**src/sv/ufe_pkg.sv**
```systemverilog
// Shared types and constants of the sync-header frame extractor.
`default_nettype none

package ufe_pkg;

    localparam int HEADER_BYTES      = 4;
    localparam int MAX_PAYLOAD_WORDS = 4;
    localparam int STORE_BYTES       = MAX_PAYLOAD_WORDS * 4;
    localparam int MAX_RESULTS       = (HEADER_BYTES > MAX_PAYLOAD_WORDS) ?
                                       HEADER_BYTES : MAX_PAYLOAD_WORDS;

    localparam int HDR_IDX_W   = (HEADER_BYTES > 1) ? $clog2(HEADER_BYTES) : 1;
    localparam int MATCH_W     = $clog2(HEADER_BYTES + 1);
    localparam int STORE_IDX_W = $clog2(STORE_BYTES);
    localparam int PCOUNT_W    = 5;
    localparam int RES_IDX_W   = (MAX_RESULTS > 1) ? $clog2(MAX_RESULTS) : 1;
    localparam int RES_CNT_W   = $clog2(MAX_RESULTS + 1);
    localparam int WORDS_W     = 3;
    localparam int ADDR_W      = 3;

    localparam logic [31:0]        SYNC_HEADER_RST   = 32'h3108_1990;
    localparam logic [WORDS_W-1:0] PAYLOAD_WORDS_RST = 3'd4;

    typedef enum logic [1:0] {
        OUT_CONSOLE = 2'd0,
        OUT_PAYLOAD = 2'd1,
        OUT_TRUNC   = 2'd2
    } out_kind_t;

    typedef enum logic {
        IN_BYTE    = 1'b0,
        IN_TIMEOUT = 1'b1
    } in_kind_t;

    typedef enum logic {
        REG_SYNC_HEADER   = 1'b0,
        REG_PAYLOAD_WORDS = 1'b1
    } reg_idx_t;

    typedef struct packed {
        logic [31:0]        sync_header;
        logic [WORDS_W-1:0] payload_words;
    } cfg_t;

    // One classified item: a burst of 1 to MAX_RESULTS results of one kind.
    typedef struct packed {
        out_kind_t                    kind;
        logic [RES_CNT_W-1:0]         count;
        logic [MAX_RESULTS-1:0][31:0] words;
    } job_t;

endpackage

`default_nettype wire

```
**src/sv/ufe_regs.sv**
```systemverilog
// Configuration registers behind the APB-style port.
`default_nettype none

module ufe_regs (
    input  wire logic                        clk,
    input  wire logic                        rst_n,
    input  wire logic                        psel,
    input  wire logic                        penable,
    input  wire logic                        pwrite,
    input  wire logic [ufe_pkg::ADDR_W-1:0]  paddr,
    input  wire logic [31:0]                 pwdata,
    output logic      [31:0]                 prdata,
    output logic                             pready,
    output ufe_pkg::cfg_t                    cfg
);

    logic [31:0]                 sync_header_reg;
    logic [ufe_pkg::WORDS_W-1:0] payload_words_reg;
    logic                        wr_en;
    ufe_pkg::reg_idx_t           sel;

    assign pready = 1'b1;
    assign wr_en  = psel && penable && pwrite && pready;
    assign sel    = ufe_pkg::reg_idx_t'(paddr[2]);

    always_ff @(posedge clk or negedge rst_n)
    begin
        if (!rst_n)
        begin
            sync_header_reg   <= ufe_pkg::SYNC_HEADER_RST;
            payload_words_reg <= ufe_pkg::PAYLOAD_WORDS_RST;
        end
        else if (wr_en)
        begin
            unique case (sel)
                ufe_pkg::REG_SYNC_HEADER:   sync_header_reg   <= pwdata;
                ufe_pkg::REG_PAYLOAD_WORDS:
                    payload_words_reg <= pwdata[ufe_pkg::WORDS_W-1:0];
                default: ;
            endcase
        end
    end

    always_comb
    begin
        unique case (sel)
            ufe_pkg::REG_SYNC_HEADER:   prdata = sync_header_reg;
            ufe_pkg::REG_PAYLOAD_WORDS:
                prdata = {{(32-ufe_pkg::WORDS_W){1'b0}}, payload_words_reg};
            default:                    prdata = '0;
        endcase
    end

    assign cfg.sync_header   = sync_header_reg;
    assign cfg.payload_words = payload_words_reg;

endmodule

`default_nettype wire

```
**src/sv/ufe_front.sv**
```systemverilog
// Front part: header search, payload collection and job classification.
`default_nettype none

module ufe_front (
    input  wire logic          clk,
    input  wire logic          rst_n,
    input  wire ufe_pkg::cfg_t cfg,
    input  wire logic          in_valid,
    input  wire logic          in_kind,
    input  wire logic [7:0]    in_byte,
    input  wire logic          queue_full,
    output logic               in_ready,
    output logic               job_valid,
    output ufe_pkg::job_t      job
);

    localparam int HB = ufe_pkg::HEADER_BYTES;
    localparam int SB = ufe_pkg::STORE_BYTES;
    localparam int MW = ufe_pkg::MAX_PAYLOAD_WORDS;

    logic                          in_payload_reg, in_payload_next;
    logic [ufe_pkg::MATCH_W-1:0]   match_count_reg, match_count_next;
    logic [ufe_pkg::PCOUNT_W-1:0]  payload_count_reg, payload_count_next;
    logic [7:0]                    held_reg [HB];
    logic [7:0]                    held_next [HB];
    logic [7:0]                    store_reg [SB];
    logic [7:0]                    store_next [SB];

    logic                          accept;
    logic [ufe_pkg::HDR_IDX_W-1:0] idx;
    logic [7:0]                    want;
    logic [ufe_pkg::PCOUNT_W-1:0]  words_used;
    logic [ufe_pkg::PCOUNT_W-1:0]  bytes_needed;

    assign in_ready = !queue_full;
    assign accept   = in_valid && in_ready;

    // Clamp the configured length to 1..MAX_PAYLOAD_WORDS.
    always_comb
    begin
        if (cfg.payload_words == '0)
            words_used = ufe_pkg::PCOUNT_W'(1);
        else if (ufe_pkg::PCOUNT_W'(cfg.payload_words) > ufe_pkg::PCOUNT_W'(MW))
            words_used = ufe_pkg::PCOUNT_W'(MW);
        else
            words_used = ufe_pkg::PCOUNT_W'(cfg.payload_words);
        bytes_needed = ufe_pkg::PCOUNT_W'(words_used << 2);
    end

    always_comb
    begin
        if (match_count_reg >= ufe_pkg::MATCH_W'(HB))
            idx = ufe_pkg::HDR_IDX_W'(HB - 1);
        else
            idx = match_count_reg[ufe_pkg::HDR_IDX_W-1:0];
        want = cfg.sync_header[8*idx +: 8];
    end

    always_comb
    begin
        in_payload_next    = in_payload_reg;
        match_count_next   = match_count_reg;
        payload_count_next = payload_count_reg;
        held_next          = held_reg;
        store_next         = store_reg;
        job_valid          = 1'b0;
        job.kind           = ufe_pkg::OUT_CONSOLE;
        job.count          = '0;
        job.words          = '0;

        if (accept)
        begin
            if (!in_payload_reg)
            begin
                if (in_kind == ufe_pkg::IN_TIMEOUT)
                begin
                    job_valid        = (match_count_reg != '0);
                    job.count        = ufe_pkg::RES_CNT_W'(match_count_reg);
                    match_count_next = '0;
                    for (int i = 0; i < HB; i++)
                        job.words[i] = {24'd0, held_reg[i]};
                end
                else
                begin
                    held_next[idx] = in_byte;
                    if (in_byte != want)
                    begin
                        // Mismatch: forward everything held, the failing byte too.
                        job_valid        = 1'b1;
                        job.count        = ufe_pkg::RES_CNT_W'({1'b0, idx} + 1'b1);
                        match_count_next = '0;
                        for (int i = 0; i < HB; i++)
                            job.words[i] = {24'd0, held_next[i]};
                    end
                    else if (idx == ufe_pkg::HDR_IDX_W'(HB - 1))
                    begin
                        match_count_next   = '0;
                        in_payload_next    = 1'b1;
                        payload_count_next = '0;
                    end
                    else
                    begin
                        match_count_next = ufe_pkg::MATCH_W'({1'b0, idx} + 1'b1);
                    end
                end
            end
            else
            begin
                if (in_kind == ufe_pkg::IN_TIMEOUT)
                begin
                    job_valid          = 1'b1;
                    job.kind           = ufe_pkg::OUT_TRUNC;
                    job.count          = ufe_pkg::RES_CNT_W'(1);
                    job.words[0]       = {{(32-ufe_pkg::PCOUNT_W){1'b0}}, payload_count_reg};
                    in_payload_next    = 1'b0;
                    payload_count_next = '0;
                end
                else
                begin
                    if (payload_count_reg < ufe_pkg::PCOUNT_W'(SB))
                    begin
                        store_next[payload_count_reg[ufe_pkg::STORE_IDX_W-1:0]] = in_byte;
                        payload_count_next = payload_count_reg + 1'b1;
                    end
                    if (payload_count_next >= bytes_needed)
                    begin
                        job_valid          = 1'b1;
                        job.kind           = ufe_pkg::OUT_PAYLOAD;
                        job.count          = ufe_pkg::RES_CNT_W'(words_used);
                        in_payload_next    = 1'b0;
                        payload_count_next = '0;
                        for (int i = 0; i < MW; i++)
                            job.words[i] = {store_next[4*i+3], store_next[4*i+2],
                                            store_next[4*i+1], store_next[4*i]};
                    end
                end
            end
        end
    end

    always_ff @(posedge clk or negedge rst_n)
    begin
        if (!rst_n)
        begin
            in_payload_reg    <= 1'b0;
            match_count_reg   <= '0;
            payload_count_reg <= '0;
        end
        else
        begin
            in_payload_reg    <= in_payload_next;
            match_count_reg   <= match_count_next;
            payload_count_reg <= payload_count_next;
        end
    end

    always_ff @(posedge clk)
    begin
        held_reg  <= held_next;
        store_reg <= store_next;
    end

endmodule

`default_nettype wire

```
**src/sv/ufe_queue.sv**
```systemverilog
// Two-entry job queue between the front and back parts.
`default_nettype none

module ufe_queue (
    input  wire logic          clk,
    input  wire logic          rst_n,
    input  wire logic          push,
    input  wire ufe_pkg::job_t push_job,
    input  wire logic          pop,
    output logic               full,
    output logic               empty,
    output ufe_pkg::job_t      head
);

    ufe_pkg::job_t entry_reg [2];
    logic          wr_ptr_reg, wr_ptr_next;
    logic          rd_ptr_reg, rd_ptr_next;
    logic [1:0]    fill_reg, fill_next;

    assign full  = (fill_reg == 2'd2);
    assign empty = (fill_reg == 2'd0);
    assign head  = entry_reg[rd_ptr_reg];

    always_comb
    begin
        wr_ptr_next = push ? !wr_ptr_reg : wr_ptr_reg;
        rd_ptr_next = pop  ? !rd_ptr_reg : rd_ptr_reg;
        fill_next   = fill_reg + {1'b0, push} - {1'b0, pop};
    end

    always_ff @(posedge clk or negedge rst_n)
    begin
        if (!rst_n)
        begin
            wr_ptr_reg <= 1'b0;
            rd_ptr_reg <= 1'b0;
            fill_reg   <= 2'd0;
        end
        else
        begin
            wr_ptr_reg <= wr_ptr_next;
            rd_ptr_reg <= rd_ptr_next;
            fill_reg   <= fill_next;
        end
    end

    always_ff @(posedge clk)
    begin
        if (push)
            entry_reg[wr_ptr_reg] <= push_job;
    end

endmodule

`default_nettype wire

```
**src/sv/ufe_back.sv**
```systemverilog
// Back part: expands each job into results and drives the output register.
`default_nettype none

module ufe_back (
    input  wire logic          clk,
    input  wire logic          rst_n,
    input  wire logic          job_empty,
    input  wire ufe_pkg::job_t job,
    output logic               job_pop,
    output logic               out_valid,
    input  wire logic          out_ready,
    output logic [1:0]         out_kind,
    output logic [31:0]        out_value,
    output logic               out_last
);

    logic [ufe_pkg::RES_IDX_W-1:0] idx_reg, idx_next;
    logic                          valid_reg, valid_next;
    logic [1:0]                    kind_reg;
    logic [31:0]                   value_reg;
    logic                          last_reg;
    logic                          load;
    logic                          is_last;

    // The output register takes a new result whenever a job is waiting and the register is empty or being drained.
    assign load    = !job_empty && (!valid_reg || out_ready);
    assign is_last = (ufe_pkg::RES_CNT_W'(idx_reg) + 1'b1 == job.count);
    assign job_pop = load && is_last;

    always_comb
    begin
        valid_next = valid_reg;
        idx_next   = idx_reg;
        if (load)
        begin
            valid_next = 1'b1;
            idx_next   = is_last ? '0 : idx_reg + 1'b1;
        end
        else if (out_ready)
        begin
            valid_next = 1'b0;
        end
    end

    always_ff @(posedge clk or negedge rst_n)
    begin
        if (!rst_n)
        begin
            valid_reg <= 1'b0;
            idx_reg   <= '0;
        end
        else
        begin
            valid_reg <= valid_next;
            idx_reg   <= idx_next;
        end
    end

    always_ff @(posedge clk)
    begin
        if (load)
        begin
            kind_reg  <= job.kind;
            value_reg <= job.words[idx_reg];
            last_reg  <= is_last;
        end
    end

    assign out_valid = valid_reg;
    assign out_kind  = kind_reg;
    assign out_value = value_reg;
    assign out_last  = last_reg;

endmodule

`default_nettype wire

```
**src/sv/uart_header_frame_extractor.sv**
```systemverilog
// Top level of the sync-header frame extractor.
//
// Input stream: s_tdata carries a received serial byte, s_tuser says whether the
// item is a byte (0) or a read timeout (1). Bytes are matched against a 4-byte
// sync header; on a mismatch or a timeout during the search the bytes held so
// far are forwarded as console bytes. After a full header the configured number
// of payload words is collected and sent as little-endian 32-bit words, or a
// timeout sends one truncated-message result carrying the byte count.
// Output stream: m_tuser is the result kind, m_tdata the value, m_tlast marks
// the final result caused by one input item.
// The first result of an item is registered in a job queue entry and then in
// the output register. Throughput: one input item per cycle while the job
// queue is not full, and one result per cycle while the receiver takes them;
// the results of one item leave in turn, and the two-entry job queue between
// the classifier and the output stage absorbs such bursts.
// When the receiver stalls, the output register holds and the queue fills;
// s_tready drops only once both queue entries are taken.
// Reset clears the search state, the queue and the output register and loads
// the default header and payload length; no clearing pass is needed.
`default_nettype none

module uart_header_frame_extractor (
    input  wire logic                        clk,
    input  wire logic                        rst_n,
    input  wire logic                        s_tvalid,
    output logic                             s_tready,
    input  wire logic [7:0]                  s_tdata,   // [7:0] rx_byte
    input  wire logic                        s_tuser,   // [0] kind
    output logic                             m_tvalid,
    input  wire logic                        m_tready,
    output logic      [31:0]                 m_tdata,   // [31:0] out_value
    output logic      [1:0]                  m_tuser,   // [1:0] out_kind
    output logic                             m_tlast,
    input  wire logic                        psel,
    input  wire logic                        penable,
    input  wire logic                        pwrite,
    input  wire logic [ufe_pkg::ADDR_W-1:0]  paddr,
    input  wire logic [31:0]                 pwdata,
    output logic      [31:0]                 prdata,
    output logic                             pready
);

    ufe_pkg::cfg_t cfg;
    ufe_pkg::job_t push_job;
    ufe_pkg::job_t head_job;
    logic          push;
    logic          pop;
    logic          full;
    logic          empty;

    ufe_regs u_regs (
        .clk     (clk),
        .rst_n   (rst_n),
        .psel    (psel),
        .penable (penable),
        .pwrite  (pwrite),
        .paddr   (paddr),
        .pwdata  (pwdata),
        .prdata  (prdata),
        .pready  (pready),
        .cfg     (cfg)
    );

    ufe_front u_front (
        .clk        (clk),
        .rst_n      (rst_n),
        .cfg        (cfg),
        .in_valid   (s_tvalid),
        .in_kind    (s_tuser),
        .in_byte    (s_tdata),
        .queue_full (full),
        .in_ready   (s_tready),
        .job_valid  (push),
        .job        (push_job)
    );

    ufe_queue u_queue (
        .clk      (clk),
        .rst_n    (rst_n),
        .push     (push),
        .push_job (push_job),
        .pop      (pop),
        .full     (full),
        .empty    (empty),
        .head     (head_job)
    );

    ufe_back u_back (
        .clk       (clk),
        .rst_n     (rst_n),
        .job_empty (empty),
        .job       (head_job),
        .job_pop   (pop),
        .out_valid (m_tvalid),
        .out_ready (m_tready),
        .out_kind  (m_tuser),
        .out_value (m_tdata),
        .out_last  (m_tlast)
    );

endmodule

`default_nettype wire

```
**config.mk**
```make
export PLATFORM = sky130hd
export DESIGN_NAME = uart_header_frame_extractor
export DESIGN_NICKNAME = d
export VERILOG_FILES = /design/src/sv/ufe_pkg.sv /design/src/sv/ufe_regs.sv /design/src/sv/ufe_front.sv /design/src/sv/ufe_queue.sv /design/src/sv/ufe_back.sv /design/src/sv/uart_header_frame_extractor.sv
export SDC_FILE = /design/constraint.sdc
export NUM_CORES = 1
export LEC_CHECK = 0
export ABC_CLOCK_PERIOD_IN_PS = 11500
export BUFFER_PORTS_ARGS = -buffer_cell sky130_fd_sc_hd__buf_2
export CAP_MARGIN = 20
export CORE_MARGIN = 5
export CORE_UTILIZATION = 61
export CTS_CLUSTER_DIAMETER = 150
export DETAILED_ROUTE_END_ITERATION = 10
export PLACE_DENSITY = 0.78
export SKIP_LAST_GASP = 1
export SLEW_MARGIN = 20
export SYNTH_ARGS = -nofsm -noshare
export SYNTH_HDL_FRONTEND = slang
export SYNTH_HIERARCHICAL = 1
export SYNTH_SLANG_ARGS = --single-unit
```
**constraint.sdc**
```tcl
create_clock -name clk -period 11.5 [get_ports clk]
set_input_delay 2.3 -clock clk [delete_from_list [all_inputs] [get_ports clk]]
set_output_delay 2.3 -clock clk [all_outputs]
set_load 0.02 [all_outputs]
```
==> results of run 1 <==
through the flow:
step                std cells  total power (W)  hold slack, ns  setup WS (ns)
floorplan                1379          0.00347           0.455           1.63
global placement         1935          0.00372           0.516           5.02
detailed placement       1935          0.00375           0.520           4.99
CTS                      2025          0.00532           0.541           5.60
global route             2025          0.00550           0.552           5.36
finish                   2025          0.00527           0.536           5.54
cell type report:
cell class	count	share of cell area [%]
multi-input cells	764	29.6
flip-flops and latches	511	58.8
inverters	16	0.234
repair buffers	133	2.76
clock inverters	25	0.882
clock buffers	65	5.21
well taps	511	2.49
power groups by stage:
stage	Sequential [W]	Clock, W	Combinational [W]
3_3_place_gp	0.00248	0	0.00124
4_1_cts	0.00246	0.00160	0.00126
2_1_floorplan	0.00254	0	0.000924
5_1_grt	0.00248	0.00169	0.00133
3_5_place_dp	0.00250	0	0.00126
6_report	0.00246	0.00157	0.00124
logic make-up (layout without fill, tap and decap cells):
kind of cell,count (synthesis),count (layout),synth area share [%]
flops,511,511,64.9
mux,377,377,21.7
simple gates,266,266,6.54
buf+inv,104,239,2.49
compound gates,89,89,2.83
xor+xnor,16,16,0.699
fa+ha+maj,15,15,0.807
other cells,1,1,0.0161
cell usage in the layout (no fill, tap or decap), types with 3 or more instances in the layout:
| master | synthesis | final |
|---|---|---|
| clkbuf_16 | 0 | 51 |
| nand2_1 | 18 | 17 |
| nor3_2 | 4 | 5 |
| mux2i_1 | 6 | 6 |
| mux4_1 | 4 | 4 |
| mux2_4 | 90 | 90 |
| mux2_2 | 241 | 241 |
| nand4_1 | 8 | 8 |
| inv_1 | 15 | 15 |
| clkinv_1 | 0 | 11 |
| buf_4 | 3 | 17 |
| a21boi_0 | 27 | 27 |
| mux4_2 | 36 | 36 |
| nand3_1 | 5 | 5 |
| xnor2_1 | 10 | 10 |
| o211ai_1 | 27 | 27 |
| o21ai_0 | 6 | 6 |
| clkinv_2 | 0 | 6 |
| bufinv_16 | 0 | 4 |
| o31ai_1 | 6 | 6 |
| a21oi_1 | 8 | 8 |
| inv_6 | 0 | 3 |
| dfstp_2 | 10 | 10 |
| nor3_1 | 10 | 9 |
| dfrtp_1 | 40 | 38 |
| nand2b_1 | 30 | 30 |
| nor2b_1 | 131 | 130 |
| nor2_1 | 51 | 49 |
| clkbuf_1 | 42 | 13 |
| ha_1 | 15 | 15 |
| buf_2 | 12 | 116 |
| edfxtp_1 | 461 | 461 |
| xor2_1 | 4 | 4 |
worst paths after layout:
check	from	to	slack [ns]	depth (start not counted)
min in group asynchronous	rst_n	u_regs/sync_header_reg[17]	1.76	1
hold / removal	u_regs/sync_header_reg[20]	u_regs/sync_header_reg[20]	0.54	1
hold reg to reg	u_regs/sync_header_reg[20]	u_regs/sync_header_reg[20]	0.54	1
setup reg to reg	u_front/payload_count_reg[4]	u_queue/entry_reg[1][89]	6.32	11
max in group asynchronous	rst_n	u_queue/rd_ptr_reg	9.25	1
setup / recovery	s_tuser	u_queue/entry_reg[1][89]	5.54	7
critical path: stages:
cell and delay (ns):
buf_2 0.07, buf_4 0.59, nand2b_1 0.50, nor2_1 0.17, a311oi_1 0.56, and2_4 0.82, buf_4 0.96
metal layers:
layer,wire [um],vias to the layer above
li1,-,5448
met1,19200,6113
met2,22900,392
met3,2590,78
met4,1040,2
met5,7,-
==> impl_results.md, run 1 <==
* Yosys top cell area share at between 50% and 60%
* Worst-case clock buffer depth at 3
* Root Driver: clkbuf_16
* Worst clock skew at roughly 0.021 ns
* Period utilization at just over 50%
* Die X at between 200 and 250 um
* # DRC at 0
* DRT antenna net count at 0
* Post-CTS Resized at 0
* Synth-to-Final Area Change at 10.5%
* Initial drt markers at between 800 and 900
* Final Slew Violations at 0
* Vias in the first global route at ~13k
* Die ar. at approximately 0.042 mm2
* # diodes at 0
* First-pass GRT wire length at approximately 70,000 um
* Worst Hold Class: reg -> reg
* Net Sw Frac at a little over a quarter
* Max-Cap Viols at 0
* Async set-reset flop share out of synthesis at 9.78%
* Yosys top cell by area: edfxtp_1
* Most numerous cell in the Yosys netlist: edfxtp_1
* Synth Area per Inst at between 15 and 20 um2
* CTS tree: done
* Drt wl/cell at 22.6 um
* Standby leakage power at between 8 and 9 nW
* Mapped Cells at 1,379
* Max-slew headroom at roughly a fifth
* Critical path data arrival time at slightly above 6 ns
* Die Height at 205 um
* Global Route met2 Usage at roughly 38%
* Post-synthesis sequential area ratio at approximately two thirds
* Cell Rows at 71
* Vias per cell at between 5 and 6
* H-tree levels at 2
* Crit-path max FO at 76
* Yosys cell types at 55
* PortBufs at approximately 120
* Number of flip-flops in the largest register at roughly 270
* Clk sinks at around 510
* Fillers at approximately 2.6k
* Layout cell share with drive strength beyond 1 at between 30% and 40%
* Core ar. at between 0.03 and 0.04 mm2
* Tmin final at between 5 and 6 ns
* GR Util met3 at 3.29%
* Crit Path Category: in -> reg
* VDD IR max at between 0.15 and 0.2 mV
* Mapped Area at around 0.023 mm2
* Startpoint class of the critical path: primary input
* Starting Density at between 60% and 70%
* TritonCTS buffer count at 51
* Sequential standard cell area at roughly 0.015 mm2
* Combinational share of power at between 20% and 30%
* RSZ-0062 raised after global routing: no
* EDFF count, synth at 461
* Cell area after placement at 0.0241 mm2
* Final setup TNS at 0 ns
* Vias at 12.0k
* Grt total ovfl at 0
* Initial antenna violation count at 1
* Multi-input gate area at 0.00761 mm2
* Critical path capture point type: flop
* Clock power frac at around 30%
* Final wirelength at ~46,000 um
* Total GRT Usage at about 22%
* YS warnings at 6
* Global Route met1 Usage at 29.7%
* Setup Fix Bufs, Post-CTS at 0
* 1st-pass router iterations at 5
* Clk_lat worst skew at just under 0.6 ns
* Hold Violations, Final at 0
* CTS clk-pin slew, worst paths at roughly 0.060 ns
* Net switching power at ~0.0014 W
* Fmax at approximately 170 MHz
* Status: finished, final reports clean
* Fin nets at around 1.5k
* GP Congestion at just over 0.8
* Worst-Margin Slew at between 1 and 1.5 ns
* Endpoints failing setup at 0
* DPL Wire Length at approximately 26,000 um
* #FFs+latches synth at approximately 500
* Pwr per Cell Area at 205 mW/mm2
* Dominant cells by area after synthesis: edfxtp_1, mux2_2, mux2_4, dfrtp_1, nor2b_1
* Seq pwr share at between 40% and 50%
* Ys flop type: edfxtp_1
* IO Pins at roughly 120
* Design internal power at about 0.0038 W
* Final core occ at 68.2%
* Final Instance Area at between 0.02 and 0.03 mm2
* Largest net degree at the start of global routing at around 80
* Syn_nets at ~1.4k
* Hold Buf Count CTS at 0
* Most used routing layer: met2
* Commonest cells in the netlist: edfxtp_1, mux2_2, nor2b_1
* Worst path required time at between 10 and 15 ns
Note: power is estimated with default switching activity, not from simulation.
==> run 2: changes to the inputs <==
Settings changed: ABC_CLOCK_PERIOD_IN_PS 11500 to 6200.
Clock period 11.5 ns to 6.2 ns, I/O delays scaled along.
==> run 2 against run 1 <==
Effect of this change:
- flip-flop and latch count unchanged
- worst setup slack got worse by 3.6 ns
- die area unchanged
- first-iteration DRC count increased by 11%
- via count decreased by 0.32%
- clock-buffer cell count decreased by 2
- final cell count increased by 0.30%
- total power increased by 84%
- critical path depth increased by 4
- critical path type is now reg -> reg
==> impl_results.md, run 2 (synthesis gave the netlist of run 1 again) <==
* Die X at 205 um (unchanged)
* Reg-to-Reg Start: u_front/payload_count_reg[4] (unchanged)
* Core ar. at 0.0377 mm2 (unchanged)
* Hold endpoint: u_regs/sync_header_reg[22] (was u_regs/sync_header_reg[20])
* VDD IR max at 0.196 mV (was 0.160 mV)
* Worst clock skew at 0.0293 ns (was 0.0215 ns)
* Setup Fix Bufs, Post-CTS at 0 (unchanged)
* Root Driver: clkbuf_16 (unchanged)
* Endpoints failing setup at 0 (unchanged)
* Max-slew headroom at 30.9% (was 20.9%)
* Clk sinks at 511 (unchanged)
* Drt wl/cell at 22.3 um (was 22.6 um)
* Startpoint class of the critical path: flop (was primary input)
* Worst Hold Class: reg -> reg (unchanged)
* Vias per cell at 5.91 (was 5.94)
* Tmin final at ~4.3 ns
* Cell area after placement at 0.0242 mm2 (was 0.0241 mm2)
* Worst Hold Depth at 1 (unchanged)
* Die ar. at 0.0421 mm2 (unchanged)
* Vias at 12.0k (about the same)
* Layout cell share with drive strength beyond 1 at 39.7% (was 39.4%)
* Standby leakage power at 8.71 nW (was 8.72 nW)
* Crit-path max FO at 62 (was 76)
* Total power at 0.00967 W (was 0.00527 W)
* Die Height at 205 um (unchanged)
* Fin cells at 2,031 (was 2,025)
* Hold Violations, Final at 0 (unchanged)
* # diodes at 0 (unchanged)
* R2R cell count at 11 (unchanged)
* Initial antenna violation count at 1 (unchanged)
* Critical path data arrival time at 4.52 ns (was 6.15 ns)
* Metal2 WL at 22,500 um (was 22,900 um)
* CTS clk-pin slew, worst paths at 0.06 ns (about the same)
* Fin nets at 1,545 (was 1,543)
* Final Slew Violations at 0 (unchanged)
* First-pass GRT wire length at 71,600 um (was 71,500 um)
* Clk_lat worst skew at 0.58 ns (about the same)
* Total GRT Usage at 21.9% (was 22.0%)
* Initial drt markers at 949 (was 854)
* RSZ-0062 raised after global routing: no (unchanged)
* Period utilization at 69.3%
* Final Instance Area at 0.0257 mm2 (about the same)
* PortBufs at 117 (unchanged)
* Top routing layer in use: met5 (unchanged)
* Final wirelength at 45,300 um (was 45,700 um)
* Commonest non-fill, non-tap cell in the layout: edfxtp_1 (unchanged)
* Vias in the first global route at 12.8k (was 12.7k)
* CTS tree: done (unchanged)
* Grt total ovfl at 0 (unchanged)
* Hold_sp: u_regs/sync_header_reg[22] (was u_regs/sync_header_reg[20])
* Commonest non-fill, non-tap cells in the layout: edfxtp_1, mux2_2, nor2b_1 (unchanged)
* Cell Rows at 71 (unchanged)
* Largest net degree at the start of global routing at 93 (was 81)
* Fmax at about 230 MHz
* TritonCTS buffer count at 50 (was 51)
* Crit Path Category: reg -> reg (was in -> reg)
* DPL Wire Length at 26,300 um (was 26,200 um)
* 1st-pass router iterations at 5 (unchanged)
* Status: finished, final reports clean (unchanged)
* GP Congestion at 0.807 (was 0.808)
* Final setup TNS at 0 ns (unchanged)
* Met3 routed WL at 2740 um (was 2590 um)
* Worst-case clock buffer depth at 3 (unchanged)
* Starting Density at 61.8% (unchanged)
* Critical path capture point type: flop (unchanged)
* Pwr per Cell Area at 376 mW/mm2 (was 205 mW/mm2)
* DRT antenna net count at 0 (unchanged)
* Cell count after placement at 1,938 (was 1,935)
* Worst R2R Setup Slack at 1.90 ns (was 6.32 ns)
* H-tree levels at 2 (unchanged)
* Synth-to-Final Area Change at 10.5% (about the same)
* Max-Cap Viols at 0 (unchanged)
* Post-CTS Resized at 0 (unchanged)
* Number of flip-flops in the largest register at 266 (unchanged)
* Hold Buf Count CTS at 0 (unchanged)
* Fillers at 2,555 (was 2,550)
* # DRC at 0 (unchanged)
* Met1 WL at 19,300 um (was 19,200 um)
* IO Pins at 121 (unchanged)
* Reg-to-reg endpoint: u_queue/entry_reg[1][76] (was u_queue/entry_reg[1][89])
* Worst-Margin Slew at 1.03 ns (was 1.18 ns)
* Worst path required time at 6.42 ns (was 11.69 ns)
==> run 2: cell type report <==
cell class                 instances  area, um2  area share (%)
sequential                       511      15100            58.8
multi-input combinational        764       7610            29.6
clock buffer                      63       1300            5.06
timing repair buffer             136        766            2.98
tap                              511        639            2.49
clock inverter                    30        210           0.818
inverter                          16       60.1           0.234
==> run 2: per-layer routing <==
metal / up-vias / GRT usage [%]
met5: - / 0
met4: 2 / 5.33
met3: 56 / 3.64
met2: 384 / 36.7
met1: 6110 / 30.4
li1: 5443 / -
==> run 2: per-stage QoR <==
| step | hold WS [ns] | util, % | setup slack [ns] |
|---|---|---|---|
| finish | 0.529 | 68.2 | 1.90 |
| global route | 0.552 | 68.2 | 1.76 |
| CTS | 0.536 | 68.2 | 2.01 |
| detailed placement | 0.519 | 64.2 | 1.85 |
| global placement | 0.513 | 64.2 | 1.83 |
| floorplan | 0.489 | - | 0.0494 |
==> run 2: worst max-delay path by stage <==
stage | cells after the start | from | endpoint | slack, ns
2_1_floorplan | 11 | u_front/payload_count_reg[4] | u_queue/entry_reg[1][0] | 0.05
3_3_place_gp | 8 | s_tdata[4] | u_queue/entry_reg[1][11] | 1.83
3_5_place_dp | 8 | s_tdata[2] | u_queue/entry_reg[1][108] | 1.85
4_1_cts | 11 | u_front/payload_count_reg[4] | u_queue/entry_reg[1][108] | 2.01
5_1_grt | 11 | u_front/payload_count_reg[4] | u_queue/entry_reg[1][108] | 1.76
6_report | 11 | u_front/payload_count_reg[4] | u_queue/entry_reg[1][76] | 1.90
==> run 2: power breakdown <==
group          total, W  internal, W  switching (W)
clock           0.00281      0.00157        0.00124
combinational   0.00233      0.00112        0.00121
sequential      0.00454      0.00433       0.000204
total           0.00967      0.00702        0.00265
==> run 2: worst max-delay path: stages, from the launching register on <==
cell and delay, ns:
dfrtp_1 0.45, inv_1 0.37, nand2_1 0.25, xnor2_1 0.20
ha_1 0.28, o21ai_0 0.09, a311oi_2 0.25, buf_4 0.24
nor2_1 0.11, a311oi_1 0.64, and2_4 0.62, buf_12 0.38
